$ cat config.mk
export PLATFORM = sky130hd
export DESIGN_NAME = imu_deadband_window_average_unit
export DESIGN_NICKNAME = d
export VERILOG_FILES = /design/src/sv/idwa_pkg.sv /design/src/sv/idwa_channel.sv /design/src/sv/imu_deadband_window_average_unit.sv
export SDC_FILE = /design/constraint.sdc
export NUM_CORES = 2
export LEC_CHECK = 0
export BUFFER_PORTS_ARGS = -buffer_cell sky130_fd_sc_hd__buf_2
export CORE_MARGIN = 1
export CORE_UTILIZATION = 45
export DETAILED_ROUTE_END_ITERATION = 7
export PLACE_DENSITY = 0.58
export SYNTH_ARGS = -nofsm -noshare
export SYNTH_HDL_FRONTEND = slang
export SYNTH_HIERARCHICAL = 1
export SYNTH_SLANG_ARGS = --single-unit
$ cat constraint.sdc
create_clock -name clk -period 8.7 [get_ports clk]
set_clock_uncertainty 0.2 [all_clocks]
set_input_delay 2.61 -clock clk [delete_from_list [all_inputs] [get_ports clk]]
set_output_delay 2.61 -clock clk [all_outputs]
set_load 0.005 [all_outputs]
$ cat src/sv/idwa_pkg.sv
// ----------------------------------------------------------------------------
// idwa_pkg
// Shared types and constants for the IMU deadband window average unit.
// ----------------------------------------------------------------------------
package idwa_pkg;

  // Width of every sample and average.
  localparam int SAMPLE_W = 16;

  // Width of the deadband register.
  localparam int DEADBAND_W = 16;

  // Number of filtered channels: three accelerometer and three gyro axes.
  localparam int NUM_CHANNELS = 6;

  // Default window length.
  localparam int WINDOW_LENGTH_DEF = 8;

  // Deadband value after reset.
  localparam logic [DEADBAND_W-1:0] DEADBAND_RESET = 16'd500;

  // Per-channel control from the pipeline controller.
  typedef struct packed {
    logic push;  // A sample transfer updates the window and the running sum.
    logic load;  // The average register takes the new average.
  } chan_ctrl_t;

endpackage

$ cat src/sv/idwa_channel.sv
// ----------------------------------------------------------------------------
// idwa_channel
// One filter channel: a sliding window kept as a shift line, a running sum,
// and a divide-by-length through a reciprocal multiply into an output register.
// ----------------------------------------------------------------------------
module idwa_channel #(
  parameter int WINDOW_LENGTH = idwa_pkg::WINDOW_LENGTH_DEF
) (
  input  logic                                  clk,
  input  logic                                  rst_n,
  input  idwa_pkg::chan_ctrl_t                  ctrl,
  input  logic signed [idwa_pkg::SAMPLE_W-1:0]  sample_i,
  output logic signed [idwa_pkg::SAMPLE_W-1:0]  avg_o
);

  localparam int SW      = idwa_pkg::SAMPLE_W;
  localparam int LEN_LOG = $clog2(WINDOW_LENGTH);
  // The sum of the window fits in SUM_W signed bits, its magnitude in SUM_W bits.
  localparam int SUM_W   = SW + LEN_LOG;
  localparam int SHIFT   = SUM_W + LEN_LOG;
  localparam longint RECIP =
    ((longint'(1) << SHIFT) + longint'(WINDOW_LENGTH) - 1) / longint'(WINDOW_LENGTH);
  localparam int RECIP_W = SUM_W + 1;
  localparam int PROD_W  = SUM_W + RECIP_W;
  localparam int QUOT_W  = SW + 1;

  logic signed [SW-1:0]    win_r [WINDOW_LENGTH];
  logic signed [SUM_W-1:0] sum_r;
  logic signed [SUM_W-1:0] sum_nxt;
  logic [SUM_W-1:0]        sum_mag;
  logic [RECIP_W-1:0]      recip;
  logic [PROD_W-1:0]       prod;
  logic [QUOT_W-1:0]       quot;
  logic signed [SW-1:0]    avg_nxt;
  logic signed [SW-1:0]    avg_r;

  // Running sum: add the new sample and drop the oldest one.
  always_comb begin
    sum_nxt = sum_r + SUM_W'(sample_i) - SUM_W'(win_r[0]);
  end

  // Window shift line and running sum; the oldest sample sits at index 0.
  always_ff @(posedge clk) begin
    if (!rst_n) begin
      for (int i = 0; i < WINDOW_LENGTH; i++) begin
        win_r[i] <= '0;
      end
      sum_r <= '0;
    end else if (ctrl.push) begin
      for (int i = 0; i < WINDOW_LENGTH - 1; i++) begin
        win_r[i] <= win_r[i+1];
      end
      win_r[WINDOW_LENGTH-1] <= sample_i;
      sum_r                  <= sum_nxt;
    end
  end

  // Divide the magnitude by the length with a rounded-up reciprocal, which is
  // exact for every magnitude below 2**SUM_W, then restore the sign so the
  // quotient truncates toward zero.
  always_comb begin
    sum_mag = sum_r[SUM_W-1] ? SUM_W'(-sum_r) : SUM_W'(sum_r);
    recip   = RECIP_W'(RECIP);
    prod    = {{RECIP_W{1'b0}}, sum_mag} * {{SUM_W{1'b0}}, recip};
    quot    = prod[SHIFT +: QUOT_W];
    avg_nxt = sum_r[SUM_W-1] ? SW'(-quot) : quot[SW-1:0];
  end

  // Output register.
  always_ff @(posedge clk) begin
    if (ctrl.load) begin
      avg_r <= avg_nxt;
    end
  end

  assign avg_o = avg_r;

endmodule

$ cat src/sv/imu_deadband_window_average_unit.sv
// ----------------------------------------------------------------------------
// imu_deadband_window_average_unit
// Six-channel moving average with a gyro deadband: still gyro samples are
// zeroed, then every axis is averaged over its newest WINDOW_LENGTH samples.
// ----------------------------------------------------------------------------
// Channel   Handshake               Payload
// in_       in_valid / in_ready     in_accel_x..z, in_gyro_x..z (16b signed)
// out_      out_valid / out_ready   out_avg_accel_x..z, out_avg_gyro_x..z
// cfg_      cfg_valid / cfg_ready   cfg_data: gyro deadband (16b unsigned)
//
// One sample is taken every cycle unless out_ready stalls; the transfer updates
// the running sums, and the averages reach out_ when the sum stage loads the
// output register. The rate is set by the running sum, updated once per sample.
// Reset (rst_n low, synchronous) clears the windows, the sums and the valid
// flags and sets the deadband to 500. With the result held by out_ready low,
// one more sample is still taken into the sum stage before in_ready drops.
// ----------------------------------------------------------------------------
module imu_deadband_window_average_unit #(
  parameter int WINDOW_LENGTH = idwa_pkg::WINDOW_LENGTH_DEF
) (
  input  logic                                   clk,
  input  logic                                   rst_n,
  input  logic                                   in_valid,
  output logic                                   in_ready,
  input  logic signed [idwa_pkg::SAMPLE_W-1:0]   in_accel_x,
  input  logic signed [idwa_pkg::SAMPLE_W-1:0]   in_accel_y,
  input  logic signed [idwa_pkg::SAMPLE_W-1:0]   in_accel_z,
  input  logic signed [idwa_pkg::SAMPLE_W-1:0]   in_gyro_x,
  input  logic signed [idwa_pkg::SAMPLE_W-1:0]   in_gyro_y,
  input  logic signed [idwa_pkg::SAMPLE_W-1:0]   in_gyro_z,
  output logic                                   out_valid,
  input  logic                                   out_ready,
  output logic signed [idwa_pkg::SAMPLE_W-1:0]   out_avg_accel_x,
  output logic signed [idwa_pkg::SAMPLE_W-1:0]   out_avg_accel_y,
  output logic signed [idwa_pkg::SAMPLE_W-1:0]   out_avg_accel_z,
  output logic signed [idwa_pkg::SAMPLE_W-1:0]   out_avg_gyro_x,
  output logic signed [idwa_pkg::SAMPLE_W-1:0]   out_avg_gyro_y,
  output logic signed [idwa_pkg::SAMPLE_W-1:0]   out_avg_gyro_z,
  input  logic                                   cfg_valid,
  output logic                                   cfg_ready,
  input  logic [idwa_pkg::DEADBAND_W-1:0]        cfg_data
);

  localparam int SW = idwa_pkg::SAMPLE_W;
  localparam int NC = idwa_pkg::NUM_CHANNELS;

  logic [idwa_pkg::DEADBAND_W-1:0] deadband_r;
  logic                            sum_vld_r;
  logic                            out_vld_r;
  logic                            sum_vld_nxt;
  logic                            out_vld_nxt;
  logic                            push;
  logic                            load;
  logic                            gyro_still;
  logic signed [SW-1:0]            sample [NC];
  logic signed [SW-1:0]            avg    [NC];
  idwa_pkg::chan_ctrl_t            ctrl;

  // Magnitude of a sample; the most negative value maps to 32768 without wrap.
  function automatic logic [SW:0] mag(input logic signed [SW-1:0] x);
    logic [SW:0] ext;
    ext = {x[SW-1], x};
    return x[SW-1] ? -ext : ext;
  endfunction

  // Deadband register; writes are taken in any cycle.
  assign cfg_ready = 1'b1;

  always_ff @(posedge clk) begin
    if (!rst_n) begin
      deadband_r <= idwa_pkg::DEADBAND_RESET;
    end else if (cfg_valid) begin
      deadband_r <= cfg_data;
    end
  end

  // The gyro is still when every axis magnitude is strictly below the deadband.
  always_comb begin
    gyro_still = (mag(in_gyro_x) < {1'b0, deadband_r}) &&
                 (mag(in_gyro_y) < {1'b0, deadband_r}) &&
                 (mag(in_gyro_z) < {1'b0, deadband_r});
    sample[0] = in_accel_x;
    sample[1] = in_accel_y;
    sample[2] = in_accel_z;
    sample[3] = gyro_still ? '0 : in_gyro_x;
    sample[4] = gyro_still ? '0 : in_gyro_y;
    sample[5] = gyro_still ? '0 : in_gyro_z;
  end

  // Two-stage pipeline control: sum stage, then the output register.
  always_comb begin
    load        = sum_vld_r && (!out_vld_r || out_ready);
    in_ready    = !sum_vld_r || load;
    push        = in_valid && in_ready;
    sum_vld_nxt = push || (sum_vld_r && !load);
    out_vld_nxt = load || (out_vld_r && !out_ready);
    ctrl.push   = push;
    ctrl.load   = load;
  end

  always_ff @(posedge clk) begin
    if (!rst_n) begin
      sum_vld_r <= 1'b0;
      out_vld_r <= 1'b0;
    end else begin
      sum_vld_r <= sum_vld_nxt;
      out_vld_r <= out_vld_nxt;
    end
  end

  // One filter channel per axis.
  for (genvar c = 0; c < NC; c++) begin : g_chan
    idwa_channel #(
      .WINDOW_LENGTH (WINDOW_LENGTH)
    ) u_chan (
      .clk      (clk),
      .rst_n    (rst_n),
      .ctrl     (ctrl),
      .sample_i (sample[c]),
      .avg_o    (avg[c])
    );
  end

  assign out_valid       = out_vld_r;
  assign out_avg_accel_x = avg[0];
  assign out_avg_accel_y = avg[1];
  assign out_avg_accel_z = avg[2];
  assign out_avg_gyro_x  = avg[3];
  assign out_avg_gyro_y  = avg[4];
  assign out_avg_gyro_z  = avg[5];

`ifndef NO_ASSERTIONS
  // A full pipeline with a stalled result takes no new sample.
  a_full_stall: assert property (@(posedge clk) disable iff (!rst_n)
    (sum_vld_r && out_vld_r && !out_ready) |-> !in_ready)
    else $error("sample taken while the pipeline is full and stalled");

  // Every input transfer occupies the sum stage in the next cycle.
  a_push_fills: assert property (@(posedge clk) disable iff (!rst_n)
    (in_valid && in_ready) |=> sum_vld_r)
    else $error("input transfer lost before the sum stage");

  // A sum-stage item moves into the output register when it has room.
  a_load_fills: assert property (@(posedge clk) disable iff (!rst_n)
    (sum_vld_r && (!out_vld_r || out_ready)) |=> out_vld_r)
    else $error("sum stage item not moved to the output register");

  // Reset leaves no result pending.
  a_reset_empty: assert property (@(posedge clk)
    !rst_n |=> (!out_vld_r && !sum_vld_r))
    else $error("valid flag set after reset");
`endif

endmodule

=== Word level (Yosys, flattened, before mapping) ===
Memory sizes are Yosys's and may differ from the RTL's.
Cells that the tools add are included.

* Memories kept: 6
* Register bits: 228
* Memory bits (writable): 768

{| class="wikitable"
|+ Memory list
! name !! words !! width !! read ports !! clocked after memory_dff !! write ports !! RTL line !! RTL
|-
| g_chan[0].u_chan.win_r || 8 || 16 || 8 || 0 || 8 || idwa_channel.sv:27 || <nowiki>logic signed [SW-1:0] win_r [WINDOW_LENGTH];</nowiki>
|-
| g_chan[1].u_chan.win_r || 8 || 16 || 8 || 0 || 8 || idwa_channel.sv:27 ||
|-
| g_chan[2].u_chan.win_r || 8 || 16 || 8 || 0 || 8 || idwa_channel.sv:27 ||
|-
| g_chan[3].u_chan.win_r || 8 || 16 || 8 || 0 || 8 || idwa_channel.sv:27 ||
|-
| g_chan[4].u_chan.win_r || 8 || 16 || 8 || 0 || 8 || idwa_channel.sv:27 ||
|-
| g_chan[5].u_chan.win_r || 8 || 16 || 8 || 0 || 8 || idwa_channel.sv:27 ||
|}

* Add/subtract/negate cells: 27
* Bitwise logic cells: 48
* Reduce and logical (&&, ||, !) cells: 14
* Mux-type cells: 70
* $lt $le $gt $ge: 3

{| class="wikitable"
|+ Operators with widths
! operator !! number
|-
| 16-bit two-way mux || 57
|-
| 19-bit by 16-bit adder with 19-bit output || 6
|-
| 19-bit two-way mux || 6
|-
| 19-bit negation || 6
|-
| 19-bit by 16-bit subtractor with 19-bit output || 6
|-
| 16-bit negation || 6
|-
| 17-bit by 16-bit less-than comparator with 1-bit output || 3
|-
| 17-bit two-way mux || 3
|-
| 17-bit negation || 3
|-
| 1-bit OR || 48
|-
| 1-bit logical AND || 6
|-
| 1-bit zero test || 4
|-
| 1-bit logical OR || 4
|-
| 1-bit two-way mux || 4
|}

=== Depth between registers and ports, before layout ===
* Word-level depth: 9
* Mapped depth: 25
* Depth with buffers taken out: 23

=== By module ===
Netlist, hierarchy kept.

{| class="wikitable"
|+ Modules (own cells, without submodules)
! module !! instances !! area each (µm²) !! cells an instance
|-
| idwa_channel at g_chan[1].u_chan ... || 3 || 7891.3 || 631
|-
| idwa_channel at g_chan[0].u_chan ... || 2 || 8102.8 || 677
|-
| idwa_channel at g_chan[3].u_chan || 1 || 8156.6 || 677
|-
| imu_deadband_window_average_unit || 1 || 3176.8 || 422
|}

=== Worst setup path after synthesis ===
Ideal clock, no wire load.

* Path kind: input-to-reg
* Start: input port in_gyro_y[8] in the netlist's numbering
* End: register g_chan[5].u_chan.sum_r[18]
* Path slack: 898 ps
* Required time: 8428 ps
* Library setup time: 72 ps
* Stages on the path: 23
* Arrival: 7530 ps
* Cells stage by stage: or4_4 -> nor4_1 -> nand2_1 -> o21ai_0 -> xnor2_1 -> ha_1 -> a21o_1 -> a2111oi_0 -> and3_1 -> buf_2 -> buf_2 -> a41oi_1 -> inv_1 -> fa_1 -> inv_1 -> ha_1 -> a21oi_1 -> a2bb2oi_2 -> a22oi_1 -> a211o_1 -> o221ai_1 -> mux2i_1 -> mux2i_1

{| class="wikitable"
|+ RTL lines
! what !! RTL line !! RTL
|-
| start: declaration || imu_deadband_window_average_unit.sv:29 || <nowiki>input logic signed [idwa_pkg::SAMPLE_W-1:0] in_gyro_y,</nowiki>
|-
| end signal: assignment || idwa_channel.sv:54 || <nowiki>sum_r <= sum_nxt;</nowiki>
|-
| end: declaration || idwa_channel.sv:28 || <nowiki>logic signed [SUM_W-1:0] sum_r;</nowiki>
|}

==> impl_metrics.csv <==
group,metric,value,unit
worst_setup_path,required,9.14,ns
route,dr.pass1.iters,5,
sta,slew_headroom,0.337,
die,initial_core_util,0.455,
synthesis,synth.largest_area_cell,"edfxtp_1",
placed_design,gp_congestion,0.887,
die,ios,216,
synthesis,avgSynthCellArea,11.8,um2
grt,grt_first_pass_wirelength,182000,um
grt,grt_max_degree,246,
worst_setup_path,path_class,"in -> reg",
power,cellLeakagePower,25.5,nW
synthesis,synth_edf_count,864,
synthesis,yosys.cell_count.top_type,"edfxtp_1",
worst_setup_path,cp_max_fo,18,
grt,grt_usage,0.198,
synthesis,yosys-top-cells-area,"edfxtp_1 (51%), and3_1 (7.4%), dfxtp_1 (5.2%)",
sta,finalMaxSlewViolations,0,
sta,timing.final.crit_share,0.920,
run_status,outcome,"finished, final reports clean",
clock_network,post-cts-setup-buffer-count,0,
grt,grt_pass1_vias,31900,
cells_and_area,fillCellCount,10000,
die,core_area,113000,um2
route,drt_iter0_drc,2559,
power,power,16.7,mW
sta,hold_viol_final,0,
route,via_count,32900,
sta,fmax,0.125,GHz
sta,worst_pin_slew,0.995,ns
synthesis,yosys.cell_types.count,92,
die,die_y,339,um
synthesis,yosysWarningCount,6,
route,wire_per_inst,18.8,um
cells_and_area,areaGrowthSynthToFinish,12.4,%
synthesis,synthCells,4346,
grt,antenna_found_initial,21,
clock_network,cts_hold_buf,0,
clock_network,cts_buffers,108,
sta,fin_setup_tns,0,ns
die,rows,123,
synthesis,ys_seq_area_frac,0.558,
sta,fin_crit,8.00,ns
synthesis,async_reset_ff_frac,0,
worst_setup_path,cp.arrival,8.44,ns
placed_design,dp_hpwl,77600,um
clock_network,cts.htree.levels,3,
route,drc,0,
cells_and_area,multi_input_area,19700,um2
clock_network,cts_tree,"built",
synthesis,netlist_area,51200,um2
flow_run,cap_violations,0,
clock_network,cts_buffer_depth,3,
sta,grt_setup_unrepaired,"no",
synthesis,yosys_most_used_dff,"edfxtp_1",
synthesis,synth_commonest_cells,"edfxtp_1 (864), and3_1 (604), inv_1 (525)",
cells_and_area,ff_latch_area,28600,um2
sta,setup_slack,0.699,ns
sta,setup_violations,0,
synthesis,synthesis.nets,4745,
grt,grt-ovfl-total,0,
worst_setup_path,worstSetupEndpointType,"flip-flop",
placed_design,pre_cts_slack,0.0916,ns
placed_design,port_buffers,214,
route,final_antenna_net_count,0,
clock_network,clk_latency,0.70,ns
cells_and_area,drive_gt1_frac,0.116,
cells_and_area,fin_nets,4895,
route,via_per_inst,5.40,
die,die_area,115000,um2
clock_network,clock_sinks,996,
clock_network,cts_resized,0,
clock_network,root_buffer,"clkbuf_16",
power,power_density,290,nW/um2
route,routed_wl,115000,um
clock_network,clk_pin_slew,0.06,ns
hold_path,hp-class,"reg -> reg",
synthesis,yosys_register_bits,996,
synthesis,synth_top_area_share,0.507,
power,max-vdd-ir-drop,0.000206,V
die,die_x,339,um
worst_setup_path,worstSetupStartpointType,"input port",
-- kinds of logic after synthesis --
kind of cell	after synthesis	share of synthesized area
buf+inv	768	0.0586
fa+ha+maj	282	0.0847
compound gates	559	0.0779
xor+xnor	219	0.0375
other cells	1	0.0000732
mux	91	0.0179
simple gates	1430	0.165
flops	996	0.558
-- registers in the layout, summed over array words and instances, names as in the netlist --
register	flops
g_chan.u_chan/sum_r	114
sum_vld_r	1
g_chan.u_chan/avg_o	96
g_chan.u_chan/win_r	768
out_valid	1
deadband_r	16
-- routing by layer --
layer	part of all wire	vias up	wire length (um)	track usage
li1	-	15800	-	-
met1	0.48	16100	54900	0.288
met2	0.44	733	50800	0.305
met3	0.057	179	6490	0.0360
met4	0.020	24	2310	0.0515
met5	0.0014	-	161	0
-- layout by cell type (no fill, tap or decap), types with 23 or more instances in the layout --
cell	netlist	layout
dfxtp_1	132	132
buf_2	12	213
edfxtp_1	864	864
a41oi_1	55	55
nor4_1	23	23
nor2_1	97	97
inv_1	525	519
and3_1	604	603
and2_1	204	203
xor2_1	39	39
nand2_1	174	174
o22ai_1	32	32
xnor2_1	180	180
nand3_1	68	68
nor2b_1	68	67
ha_1	174	174
mux2i_1	88	88
fa_1	108	108
nand4_1	38	38
a21o_1	42	42
a21oi_1	103	102
buf_4	5	56
nor3_1	45	45
clkbuf_16	0	109
o21ai_0	87	87
-- critical path, stage by stage --
cell	delay, ns
buf_2	0.12
nor4_2	0.47
nand4_1	0.22
or4_4	0.49
nor4_1	0.37
ha_1	0.33
and3_1	0.20
nand3_1	0.11
nor2_1	0.08
a21oi_4	0.46
buf_4	0.27
a41oi_1	0.13
inv_1	0.10
fa_1	0.39
inv_1	0.11
ha_1	0.25
a211oi_1	0.32
o21ai_0	0.23
a31oi_1	0.42
o21ai_0	0.20
a2111oi_0	0.40
nand3b_1	0.15
-- power breakdown --
group	switching, mW	total (mW)	internal (mW)
combinational	3.34	5.68	2.33
sequential	0.410	6.22	5.81
clock	1.94	4.82	2.88
-- layout make-up --
| class | count | area share |
|---|---|---|
| Antenna cell | 3 | 0.000130 |
| Clock buffer | 138 | 0.0507 |
| Clock inverter | 63 | 0.0143 |
| Inverter | 528 | 0.0347 |
| Multi-Input combinational cell | 2582 | 0.342 |
| Sequential cell | 996 | 0.496 |
| Tap cell | 1500 | 0.0326 |
| Timing Repair Buffer | 280 | 0.0296 |
-- through the flow --
step | cells | instance area, um2 | hold slack [ns] | util
floorplan | 4346 | 51200 | 0.275 | -
global placement | 5886 | 53800 | 0.301 | 0.478
detailed placement | 5886 | 53800 | 0.310 | 0.478
CTS | 6087 | 57600 | 0.323 | 0.511
global route | 6087 | 57600 | 0.328 | 0.511
finish | 6090 | 57600 | 0.313 | 0.511
-- path summary, 6_finish.rpt --
check                                       end  cells past startpoint  slack [ns]                           start
hold / removal    g_chan[5].u_chan/win_r[0][98]                      1        0.31  g_chan[5].u_chan/win_r[0][114]
setup / recovery     g_chan[3].u_chan/sum_r[11]                     22        0.70                    in_gyro_z[6]
setup reg to reg     g_chan[3].u_chan/sum_r[11]                     18        3.44                  deadband_r[11]
hold reg to reg   g_chan[5].u_chan/win_r[0][98]                      1        0.31  g_chan[5].u_chan/win_r[0][114]
Note: power is estimated with default switching activity, not from simulation.
